===== config.mk =====
export PLATFORM = sky130hd
export DESIGN_NAME = random_pitch_drift_generator
export DESIGN_NICKNAME = d
export VERILOG_FILES = /design/src/design/rpd_pkg.sv /design/src/design/random_pitch_drift_generator.sv /design/src/design/rpd_divider.sv /design/src/design/rpd_multiplier.sv
export SDC_FILE = /design/constraint.sdc
export NUM_CORES = 1
export LEC_CHECK = 0
export BUFFER_PORTS_ARGS = -buffer_cell sky130_fd_sc_hd__buf_2
export CORE_UTILIZATION = 55
export DETAILED_ROUTE_END_ITERATION = 16
export PLACE_DENSITY = 0.77
export SYNTH_ARGS = -nofsm -noshare
export SYNTH_HDL_FRONTEND = slang
export SYNTH_SLANG_ARGS = --single-unit

===== constraint.sdc =====
create_clock -name clk -period 14.24 [get_ports clk]
set_input_delay 2.848 -clock clk [delete_from_list [all_inputs] [get_ports clk]]
set_output_delay 2.848 -clock clk [all_outputs]
set_load 0.02 [all_outputs]

===== src/design/rpd_pkg.sv =====
// Shared widths, constants and helper functions of the pitch drift generator.
package rpd_pkg;

  localparam int CFB     = 16;             // fraction bits of the cents values
  localparam int DRIFT_W = CFB + 9;        // signed drift, goal and clamp limit
  localparam int DIST_W  = CFB + 10;       // signed goal minus drift
  localparam int TICK_W  = 18;             // tick length in 2.16 seconds
  localparam int TIME_W  = 20;             // remaining time in 4.16 seconds
  localparam int OUT_W   = 26;
  localparam int DVD_W   = DIST_W + TICK_W;
  localparam int DVS_W   = (DIST_W > TIME_W) ? DIST_W : TIME_W;
  localparam int DCNT_W  = $clog2(DVD_W);
  localparam int MCNT_W  = $clog2(TICK_W);

  localparam logic [31:0] SEED_XOR   = 32'h6D2B79F5;
  localparam logic [31:0] SEED_MUL   = 32'h9E3779B9;
  localparam logic [31:0] SEED_RESET = 32'hF31C004C;
  localparam logic [7:0]  TUNE_BIAS  = 8'h80;
  localparam int TICK_NUM   = 163840;      // 2.5 seconds in 16.16
  localparam int TIME_BASE  = 6 * 65536;
  localparam int TIME_RANGE = 8 * 65536 + 1;

  localparam logic [1:0] FN_TICK    = 2'd0;
  localparam logic [1:0] FN_TUNE    = 2'd1;
  localparam logic [1:0] FN_DEPTH   = 2'd2;
  localparam logic [1:0] FN_RESTART = 2'd3;

  function automatic logic [31:0] xorshift(input logic [31:0] w);
    logic [31:0] x;
    x = w ^ (w << 13);
    x = x ^ (x >> 17);
    x = x ^ (x << 5);
    return x;
  endfunction

  function automatic logic [31:0] seed_for(input logic [7:0] voice);
    logic [8:0]  v1;
    logic [31:0] s;
    v1 = {1'b0, voice} + 9'd1;
    s  = SEED_XOR ^ 32'({23'd0, v1} * SEED_MUL);
    return (s == 32'd0) ? 32'd1 : s;
  endfunction

endpackage


===== src/design/random_pitch_drift_generator.sv =====
// Top level: event sequencer, voice state and output register of the drift generator.
//
//   channel | signals                           | beat taken when
//   --------+-----------------------------------+---------------------------
//   input   | func, bpm, value                  | in_valid && in_ready
//   output  | cents_total, changed              | out_valid && out_ready
//   config  | cfg_we, cfg_wdata (voice_index)   | cfg_we
//
// Tune and restart events go straight to the output state. A target draw costs two
// serial divisions, plus setup; a tick costs one division for its length, then a serial
// multiply and one more division, with a draw before them or in their place when due.
// Reset is synchronous and needs no clearing pass. One event is in work at a time;
// a finished result waits in the output register while the next beat is taken.
module random_pitch_drift_generator import rpd_pkg::*; (
  input  logic                    clk,
  input  logic                    rst,
  input  logic                    in_valid,
  output logic                    in_ready,
  input  logic [1:0]              func,
  input  logic [9:0]              bpm,
  input  logic [7:0]              value,
  output logic                    out_valid,
  input  logic                    out_ready,
  output logic signed [OUT_W-1:0] cents_total,
  output logic                    changed,
  input  logic                    cfg_we,
  input  logic [7:0]              cfg_wdata
);

  localparam logic [3:0] S_IDLE  = 4'd0;
  localparam logic [3:0] S_TDIV  = 4'd1;
  localparam logic [3:0] S_TWAIT = 4'd2;
  localparam logic [3:0] S_CHECK = 4'd3;
  localparam logic [3:0] S_MWAIT = 4'd4;
  localparam logic [3:0] S_DIV   = 4'd5;
  localparam logic [3:0] S_DWAIT = 4'd6;
  localparam logic [3:0] S_D1    = 4'd7;
  localparam logic [3:0] S_D1S   = 4'd8;
  localparam logic [3:0] S_D1W   = 4'd9;
  localparam logic [3:0] S_D2S   = 4'd10;
  localparam logic [3:0] S_D2W   = 4'd11;
  localparam logic [3:0] S_OUT   = 4'd12;

  logic [3:0]                state;
  logic                      ret_check;
  logic [1:0]                fn;
  logic [9:0]                bpm_r;
  logic [7:0]                voice;
  logic [31:0]               rng;
  logic signed [7:0]         tune;
  logic [7:0]                depth;
  logic signed [DRIFT_W-1:0] drift;
  logic signed [DRIFT_W-1:0] goal;
  logic signed [DRIFT_W-1:0] drift_start;
  logic [TIME_W-1:0]         time_r;
  logic [TICK_W-1:0]         tick;
  logic                      neg;

  logic                      div_start;
  logic [DVD_W-1:0]          div_dvd;
  logic [DVS_W-1:0]          div_dvs;
  logic                      div_done;
  logic [DVD_W-1:0]          div_q;
  logic [DVS_W-1:0]          div_r;
  logic                      mul_start;
  logic                      mul_done;
  logic [DVD_W-1:0]          mul_p;

  logic signed [DIST_W-1:0]  drift_gap;
  logic [DIST_W-1:0]         mag;
  logic signed [DRIFT_W-1:0] lim;
  logic signed [DIST_W-1:0]  goal_new;
  logic [DRIFT_W-1:0]        step;
  logic                      tick_ends;

  assign drift_gap = DIST_W'(goal) - DIST_W'(drift);
  assign mag  = drift_gap[DIST_W-1] ? DIST_W'(-drift_gap) : DIST_W'(drift_gap);
  assign lim  = $signed({1'b0, value, {CFB{1'b0}}});
  assign goal_new = $signed({1'b0, div_r[CFB+8:0]}) - $signed({2'b00, depth, {CFB{1'b0}}});
  assign step = div_q[DRIFT_W-1:0];
  assign tick_ends = {{(TIME_W-TICK_W){1'b0}}, tick} >= time_r;

  assign in_ready  = state == S_IDLE;
  assign mul_start = state == S_CHECK && !tick_ends;
  assign div_start = state == S_TDIV || state == S_DIV || state == S_D1S || state == S_D2S;

  always_comb begin
    div_dvd = '0;
    div_dvs = '0;
    case (state)
      S_TDIV: begin
        div_dvd = DVD_W'(TICK_NUM);
        div_dvs = (bpm_r == 10'd0) ? DVS_W'(1) : DVS_W'(bpm_r);
      end
      S_DIV: begin
        div_dvd = mul_p;
        div_dvs = DVS_W'(time_r);
      end
      S_D1S: begin
        div_dvd = DVD_W'(rng);
        div_dvs = DVS_W'({depth, {CFB{1'b0}}, 1'b1});
      end
      S_D2S: begin
        div_dvd = DVD_W'(rng);
        div_dvs = DVS_W'(TIME_RANGE);
      end
      default: begin
        div_dvd = '0;
        div_dvs = '0;
      end
    endcase
  end

  rpd_divider u_div (
    .clk       (clk),
    .rst       (rst),
    .start     (div_start),
    .dividend  (div_dvd),
    .divisor   (div_dvs),
    .done      (div_done),
    .quotient  (div_q),
    .remainder (div_r)
  );

  rpd_multiplier u_mul (
    .clk     (clk),
    .rst     (rst),
    .start   (mul_start),
    .a       (mag),
    .b       (tick),
    .done    (mul_done),
    .product (mul_p)
  );

  always_ff @(posedge clk) begin
    if (rst) begin
      state     <= S_IDLE;
      ret_check <= 1'b0;
      voice     <= '0;
      rng       <= SEED_RESET;
      tune      <= '0;
      depth     <= '0;
      drift     <= '0;
      goal      <= '0;
      time_r    <= '0;
      out_valid <= 1'b0;
    end else begin
      if (cfg_we) begin
        voice <= cfg_wdata;
      end
      if (out_valid && out_ready && state != S_OUT) begin
        out_valid <= 1'b0;
      end
      case (state)
        S_IDLE: begin
          if (in_valid) begin
            fn          <= func;
            bpm_r       <= bpm;
            drift_start <= drift;
            case (func)
              FN_TUNE: begin
                tune  <= $signed(value - TUNE_BIAS);
                state <= S_OUT;
              end
              FN_RESTART: begin
                tune   <= '0;
                depth  <= '0;
                drift  <= '0;
                goal   <= '0;
                time_r <= '0;
                rng    <= seed_for(voice);
                state  <= S_OUT;
              end
              FN_DEPTH: begin
                depth <= value;
                if (value == 8'd0) begin
                  drift  <= '0;
                  goal   <= '0;
                  time_r <= '0;
                  state  <= S_OUT;
                end else begin
                  if (drift > lim) begin
                    drift <= lim;
                  end else if (drift < -lim) begin
                    drift <= -lim;
                  end
                  ret_check <= 1'b0;
                  state     <= S_D1;
                end
              end
              default: begin
                state <= (depth == 8'd0) ? S_OUT : S_TDIV;
              end
            endcase
          end
        end
        S_TDIV:  state <= S_TWAIT;
        S_TWAIT: begin
          if (div_done) begin
            tick <= div_q[TICK_W-1:0];
            if (time_r == '0) begin
              ret_check <= 1'b1;
              state     <= S_D1;
            end else begin
              state <= S_CHECK;
            end
          end
        end
        S_CHECK: begin
          if (tick_ends) begin
            drift     <= goal;
            ret_check <= 1'b0;
            state     <= S_D1;
          end else begin
            neg   <= drift_gap[DIST_W-1];
            state <= S_MWAIT;
          end
        end
        S_MWAIT: begin
          if (mul_done) begin
            state <= S_DIV;
          end
        end
        S_DIV:   state <= S_DWAIT;
        S_DWAIT: begin
          if (div_done) begin
            drift  <= neg ? drift - $signed(step) : drift + $signed(step);
            time_r <= time_r - TIME_W'(tick);
            state  <= S_OUT;
          end
        end
        S_D1: begin
          rng   <= xorshift(rng);
          state <= S_D1S;
        end
        S_D1S:   state <= S_D1W;
        S_D1W: begin
          if (div_done) begin
            goal  <= goal_new[DRIFT_W-1:0];
            rng   <= xorshift(rng);
            state <= S_D2S;
          end
        end
        S_D2S:   state <= S_D2W;
        S_D2W: begin
          if (div_done) begin
            time_r <= TIME_W'(TIME_BASE) + div_r[TIME_W-1:0];
            state  <= ret_check ? S_CHECK : S_OUT;
          end
        end
        S_OUT: begin
          if (!out_valid || out_ready) begin
            out_valid <= 1'b1;
            state     <= S_IDLE;
          end
        end
        default: state <= S_IDLE;
      endcase
    end
  end

  // The result is sampled from the state as the event leaves the sequencer.
  always_ff @(posedge clk) begin
    if (state == S_OUT && (!out_valid || out_ready)) begin
      cents_total <= OUT_W'($signed({tune, {CFB{1'b0}}})) + OUT_W'(drift);
      changed     <= (fn == FN_TICK) && (drift != drift_start);
    end
  end

endmodule


===== src/design/rpd_divider.sv =====
// Bit-serial restoring divider giving quotient and remainder, one bit a cycle.
module rpd_divider import rpd_pkg::*; (
  input  logic             clk,
  input  logic             rst,
  input  logic             start,
  input  logic [DVD_W-1:0] dividend,
  input  logic [DVS_W-1:0] divisor,
  output logic             done,
  output logic [DVD_W-1:0] quotient,
  output logic [DVS_W-1:0] remainder
);

  logic              busy;
  logic [DCNT_W-1:0] count;
  logic [DVD_W-1:0]  quo;
  logic [DVS_W-1:0]  rem;
  logic [DVS_W-1:0]  dvs;
  logic [DVS_W:0]    trial;
  logic [DVS_W:0]    diff;
  logic              fits;

  assign trial = {rem, quo[DVD_W-1]};
  assign diff  = trial - {1'b0, dvs};
  assign fits  = trial >= {1'b0, dvs};

  always_ff @(posedge clk) begin
    if (rst) begin
      busy <= 1'b0;
      done <= 1'b0;
    end else begin
      done <= 1'b0;
      if (start) begin
        busy <= 1'b1;
      end else if (busy && count == DCNT_W'(DVD_W - 1)) begin
        busy <= 1'b0;
        done <= 1'b1;
      end
    end
  end

  always_ff @(posedge clk) begin
    if (start) begin
      quo   <= dividend;
      rem   <= '0;
      dvs   <= divisor;
      count <= '0;
    end else if (busy) begin
      rem   <= fits ? diff[DVS_W-1:0] : trial[DVS_W-1:0];
      quo   <= {quo[DVD_W-2:0], fits};
      count <= count + DCNT_W'(1);
    end
  end

  assign quotient  = quo;
  assign remainder = rem;

endmodule


===== src/design/rpd_multiplier.sv =====
// Shift-and-add multiplier taking one bit of the tick length each cycle.
module rpd_multiplier import rpd_pkg::*; (
  input  logic              clk,
  input  logic              rst,
  input  logic              start,
  input  logic [DIST_W-1:0] a,
  input  logic [TICK_W-1:0] b,
  output logic              done,
  output logic [DVD_W-1:0]  product
);

  logic              busy;
  logic [MCNT_W-1:0] count;
  logic [DVD_W-1:0]  p;
  logic [DIST_W-1:0] mcand;
  logic [DIST_W:0]   sum;

  assign sum = {1'b0, p[DVD_W-1:TICK_W]} + (p[0] ? {1'b0, mcand} : '0);

  always_ff @(posedge clk) begin
    if (rst) begin
      busy <= 1'b0;
      done <= 1'b0;
    end else begin
      done <= 1'b0;
      if (start) begin
        busy <= 1'b1;
      end else if (busy && count == MCNT_W'(TICK_W - 1)) begin
        busy <= 1'b0;
        done <= 1'b1;
      end
    end
  end

  always_ff @(posedge clk) begin
    if (start) begin
      p     <= {{DIST_W{1'b0}}, b};
      mcand <= a;
      count <= '0;
    end else if (busy) begin
      p     <= {sum, p[TICK_W-1:1]};
      count <= count + MCNT_W'(1);
    end
  end

  assign product = p;

endmodule

# Word-level counts from Yosys, hierarchy flattened
# Index checks and enable logic that the tools add are counted.
# word_totals
ff_bits	396
latch_bits	0
mem_bits_rw	0
mem_bits_ro	0
input_bits	33
mem_count	0
# op_classes
n_addsub	15
n_mul	1
div	0
magnitude_cmp	4
eq_ne	34
shift	0
mux	67
bitwise	6
n_reduce_logical	46
# op_table
operator	n
$mux 25	11
$pmux 25 s2	3
$pmux 44 s3	1
$mux 32	4
$pmux 25 s4	1
$pmux 32 s3	1
$mux 44	2
$mux 20	4
$pmux 25 s3	1
$xor 32x32->32	2
$pmux 20 s3	1
$mux 26	2
$pmux 4 s13	1
$mux 4	10
$pmux 20 s2	1
$mux 18	2
$logic_not 32->1	1
$mul 9x32->32 const B	1
$pmux 8 s2	2
$xor 32x15->32	1
$add 26x26->27	1
$ge 27x26->1	1
$add 24x25->26	1
$neg 26->26	1
other kinds (54)	117

# Logic depth before layout (Yosys ltp)
# logic_depth
word_depth	8
depth_mapped	26
mapped_depth_nobuf	25

# By module
# A second synthesis with hierarchy kept.
# unflattened
hier_cells	3258
area_unflattened_um2	29666.0
# by_module_without_submodules
mod	instances	cells_each	area_each_um2	seq_area_each_um2
random_pitch_drift_generator	1	2374	19854.0	5134.9
rpd_divider	1	485	5545.3	2782.7
rpd_multiplier	1	399	4266.6	1981.9

# Least setup slack after synthesis
# No wires, ideal clock.
# synth_path
path_kind	register to register
startpoint	register voice[2]
endpoint	register rng[1]
t_arrival_ns	6.271
required_time_ns	14.108
setup_slack_ns	7.837
stages_incl_launch_ff	25
path_buffers	1
synth_period_minus_slack_ns	6.403
path_cell_list	dfxtp_1 > and3_1 > and3_1 > nand3_1 > xnor2_1 > inv_1 > fa_1 > fa_1 > inv_1 > fa_1 > inv_1 > fa_1 > inv_1 > ha_1 > buf_2 > a21o_1 > o41ai_1 > a21oi_1 > a31oi_1 > xnor2_1 > or3_1 > nor4_1 > or3b_1 > a31oi_1 > nor3_1
# synth_via
elab_chain_cells	8
# synth_lines
item	line	text
start: declaration	random_pitch_drift_generator.sv:48	logic [7:0] voice;
start signal: assignment	random_pitch_drift_generator.sv:149	voice <= cfg_wdata;
$add 8x1->9 (*)	rpd_pkg.sv:39	v1 = {1'b0, voice} + 9'd1;
$mul 9x32->32 (*)	rpd_pkg.sv:40	s = SEED_XOR ^ 32'({23'd0, v1} * SEED_MUL);
$not 20->20 (no line)	--	
$logic_not 32->1 (*)	rpd_pkg.sv:41	return (s == 32'd0) ? 32'd1 : s;
$mux 32 (*)	rpd_pkg.sv:41	
$mux 32 (*)	random_pitch_drift_generator.sv:160	case (func)
$mux 32 (*)	random_pitch_drift_generator.sv:156	if (in_valid) begin
$pmux 32 s3 (*)	random_pitch_drift_generator.sv:154	case (state)
end signal: assignment	random_pitch_drift_generator.sv:171	rng <= seed_for(voice);
end signal: assignment	random_pitch_drift_generator.sv:233	rng <= xorshift(rng);
end signal: assignment	random_pitch_drift_generator.sv:240	rng <= xorshift(rng);
end: declaration	random_pitch_drift_generator.sv:49	logic [31:0] rng;
# Every way passes the cells marked *; elsewhere a longest branch is shown, timed or not. The select of a mux whose other input is x is not followed.
# A chain may end at the register's enable or synchronous reset.

# Final worst setup path
# layout_path
startpoint	register voice[0]
endpoint	register rng[1]
# layout_via
elab_chain_cells	8
# layout_lines
item	line
$add 8x1->9 (*)	rpd_pkg.sv:39
$mul 9x32->32 (*)	rpd_pkg.sv:40
$not 20->20 (no line)	--
$logic_not 32->1	rpd_pkg.sv:41
$mux 32 (*)	rpd_pkg.sv:41
$mux 32 (*)	random_pitch_drift_generator.sv:160
$mux 32 (*)	random_pitch_drift_generator.sv:156
$pmux 32 s3 (*)	random_pitch_drift_generator.sv:154
# Marks and branches as above.

==> results.yml <==
run_status:
  status: "finished clean"
setup_path:
  reg2reg_from: "voice[0]$_SDFFE_PP0P_"
  r2r_end: "rng[1]$_SDFFE_PP0P_"
  critPathLaunch: "voice[0]$_SDFFE_PP0P_"
  cp-end-kind: "register"
  r2r_cells: 22
  crit_family: "adder cells"
  cp.arrival_ps: 7800
  cp.buffers_inverters: 4
  critical_path_class: "register to register"
  critPathSlowestCell: "o41ai_1"
  crit_required_ps: 14660
  crit_path_cell_trace: "ha_1 -> nand3_1 -> xnor2_1 -> inv_1 -> fa_1 -> fa_1 -> inv_1 -> fa_1 -> inv_1 -> fa_1 -> inv_1 -> ha_1 -> a21o_1 -> o41ai_1 -> a21oi_1 -> a31oi_1 -> xnor2_1 -> or3_1 -> nor4_1 -> or3b_1 -> a31oi_1 -> nor3_1"
  slowest_delay_ps: 650
  cp-start-kind: "register"
  crit_fanout: 11
  regToRegSetupSlack_ps: 6860
clocking:
  post-cts-setup-buffers: 0
  hold_buffers: 0
  cts_root_buffer: "clkbuf_16"
  clkLatencyLatePin_ps: 590
  clk_pin_slew_worst_paths_ps: 60
  clock_path_buffers: 3
  cts_tree: "built"
  ctsResizeCount: 0
  cts_buffers: 44
  cts-htree-levels: 2
  cts.sinks: 395
yosys:
  yosysSeqAreaShare_pct: 34.74
  synth_warnings: 0
  synth_area_leaders: "edfxtp_1 21%, dfxtp_1 14%, ha_1 9.6%, xnor2_1 5.8%, fa_1 5.6%"
  synth_area_sq_um: 28410
  synth_enable_flop_cells: 196
  synth_common_cells: "286 x nor2_1, 262 x inv_1, 245 x a21oi_1"
  avgSynthCellArea_sq_um: 9.051
  synth_flop_cell: "dfxtp_1"
  netlist.area_leader.share_pct: 20.72
  ys_ff_latch: 395
  syn_nets: 3471
  ys_types: 76
  ys_async_sr_fraction_pct: 0
  synth.most_common_cell: "nor2_1"
  synth_area_leader_cell: "edfxtp_1"
  syn_inst: 3139
placed_design:
  dp_hpwl_mm: 61.50
  dp.cells: 3765
  place.gp.congestion: 0.9589
  numPortBuffers: 61
route:
  wl_mm: 81.63
  vias_per_cell: 6.187
  firstDrtPassIters: 9
  wl_per_cell_um: 21.22
  dr_wl_met2_mm: 37.92
  antenna_left: 0
  drc_errors: 0
  wl_met3_mm: 6.054
  vias: 23800
  highest_layer: "met5"
  drt-met1-wl_mm: 33.12
  drtIter0Drc: 2229
pwr:
  intPower_mw: 3.840
  swShare_pct: 45.02
  net-switching-power_mw: 3.144
  p_comb_share_pct: 54.4
  p_seq_share_pct: 28.3
  ir_drop_mv: 0.2008
  leakage_nw: 12.80
  power_density_nw_per_um2: 226.3
  pwr-share-clk_pct: 17.2
floorplanning:
  dieHeight_um: 229.3
  initial_utilization_pct: 56.17
  core_area_sq_um: 50580
  die_w_um: 229.3
  io_pins: 62
  die-area_sq_um: 52570
  rows: 82
worst_hold_path:
  hold_depth: 2
  holdPathEnd: "tune[5]$_SDFFE_PP0P_"
  worstHoldStart: "tune[5]$_SDFFE_PP0P_"
  hold_path.class: "register to register"
grt:
  grt_overflow: 0
  grt_usage_pct: 30.96
  grt_start_max_net_pins: 80
  grt_pass1_wl_mm: 129.1
  grt_pass1_vias: 23360
  antenna_found_initial: 1
timing:
  max_slew_margin_pct: 19.73
  max_freq_mhz: 135.6
  fin_tns_setup_ps: 0
  finalHoldViolations: 0
  tightest_slew_ps: 1204
  period_needed_ps: 7377
  slew_viol_final: 0
  fin_skew_ps: 17.59
  grt_setup_unrepaired: "no"
  setup_viol: 0
  post-route-period-util_pct: 51.80
layout:
  fin_cells: 3847
  nFillCells: 4220
  antenna_cells: 0
  area_growth_syn_to_layout_pct: 8.619
  nNetsFinal: 3471
  drive_above_1_share_pct: 6.772
job:
  cap_viol_max_count: 0
-- stage by stage --
stage	hold WS, ps	util [%]	power (mW)	cell area [sq um]	setup slack, ps
after global routing	531.2	61.01	7.437	30860	6350
after floorplan	445.3	-	4.672	28410	7837
final	503.6	61.01	6.983	30860	6863
after CTS	503.9	61.01	6.920	30860	6910
after global placement	477.4	57.96	5.572	29310	7059
after detailed placement	487.5	57.96	5.685	29310	6958
-- per-layer routing --
metal	vias to the layer above	global-route usage [%]
met2	1007	51.02
met5	-	0
li1	11160	-
met3	220	3.872
met4	2	15.83
met1	11410	39.94
-- cell usage in the layout, fill, tap and decap left out, types with 15 or more instances in the layout --
| cell | synthesis | final |
|---|---|---|
| a21oi_1 | 245 | 243 |
| o21bai_1 | 20 | 20 |
| nand4_1 | 24 | 24 |
| and2_1 | 42 | 42 |
| nand3_1 | 68 | 68 |
| a22oi_1 | 61 | 61 |
| xnor2_1 | 187 | 187 |
| nor3_1 | 80 | 80 |
| buf_2 | 4 | 60 |
| ha_1 | 219 | 219 |
| nand2_1 | 199 | 199 |
| o21a_1 | 25 | 25 |
| mux2_2 | 19 | 19 |
| edfxtp_1 | 196 | 196 |
| xor2_1 | 107 | 107 |
| a211o_1 | 15 | 15 |
| fa_1 | 80 | 80 |
| buf_4 | 0 | 27 |
| o21ai_0 | 135 | 134 |
| nor2_1 | 286 | 282 |
| inv_1 | 262 | 262 |
| nor4_1 | 27 | 27 |
| a31oi_1 | 25 | 25 |
| mux2i_1 | 52 | 52 |
| clkbuf_16 | 0 | 49 |
| a21o_1 | 77 | 77 |
| dfxtp_1 | 199 | 197 |
| nand2b_1 | 28 | 28 |
| and3_1 | 27 | 26 |
| a22o_1 | 23 | 23 |
| a211oi_1 | 72 | 71 |
| o211ai_1 | 15 | 15 |
| nor2b_1 | 25 | 25 |
-- kinds of logic (layout without fill, tap and decap cells) --
group / Yosys count / after routing / synth area share (%)
flops: 395 / 395 / 34.74
xor+xnor: 294 / 294 / 9.064
simple gates: 869 / 869 / 14.45
buf+inv: 396 / 432 / 5.250
mux: 71 / 71 / 2.585
compound gates: 815 / 815 / 18.63
fa+ha+maj: 299 / 299 / 15.28
-- worst reg2reg max path, cell delays in order, from the launching register on --
cell     delay, ps
dfxtp_1        600
ha_1           310
nand3_1        110
xnor2_1        570
inv_1          130
fa_1           490
fa_1           590
inv_1           70
fa_1           550
inv_1           60
fa_1           530
inv_1           40
ha_1           390
a21o_1         220
o41ai_1        650
a21oi_1        210
a31oi_1        250
xnor2_1        120
or3_1          380
nor4_1         210
or3b_1         430
a31oi_1        220
nor3_1          70
-- layout make-up --
cell class,instances,area (sq um),area share (%)
flip-flops and latches,395,9872,31.99
well taps,672,840.8,2.725
clock inverters,16,152.6,0.4947
clock buffers,66,1391,4.509
repair buffers,87,503.0,1.630
inverters,263,987.2,3.199
multi-input cells,2348,17110,55.45
-- registers in the layout, indices dropped and copies added (netlist names), 10 cells and up --
| register | cells |
|---|---|
| u_mul.product | 44 |
| drift | 25 |
| bpm_r | 10 |
| rng | 32 |
| cents_total | 26 |
| u_div.quotient | 44 |
| goal | 25 |
| tick | 18 |
| u_mul.mcand | 26 |
| drift_start | 25 |
| u_div.remainder | 26 |
| time_r | 20 |
| u_div.dvs | 25 |
-- power by group through the flow --
stage | clock [mW] | combinational (mW) | sequential [mW]
2_1_floorplan | 0 | 2.85 | 1.82
3_3_place_gp | 0 | 3.60 | 1.97
3_5_place_dp | 0 | 3.70 | 1.99
4_1_cts | 1.21 | 3.75 | 1.96
5_1_grt | 1.25 | 4.18 | 2.00
6_report | 1.20 | 3.80 | 1.98
-- how the worst max path moves through the flow --
stage	to	slack, ps	cells after the start
floorplan	rng[1]$_SDFFE_PP0P_	7840	24
global placement	rng[1]$_SDFFE_PP0P_	7060	22
detailed placement	rng[1]$_SDFFE_PP0P_	6960	23
CTS	rng[1]$_SDFFE_PP0P_	6910	23
global route	rng[1]$_SDFFE_PP0P_	6350	22
finish	rng[1]$_SDFFE_PP0P_	6860	22
Note: power is estimated with default switching activity, not from simulation.
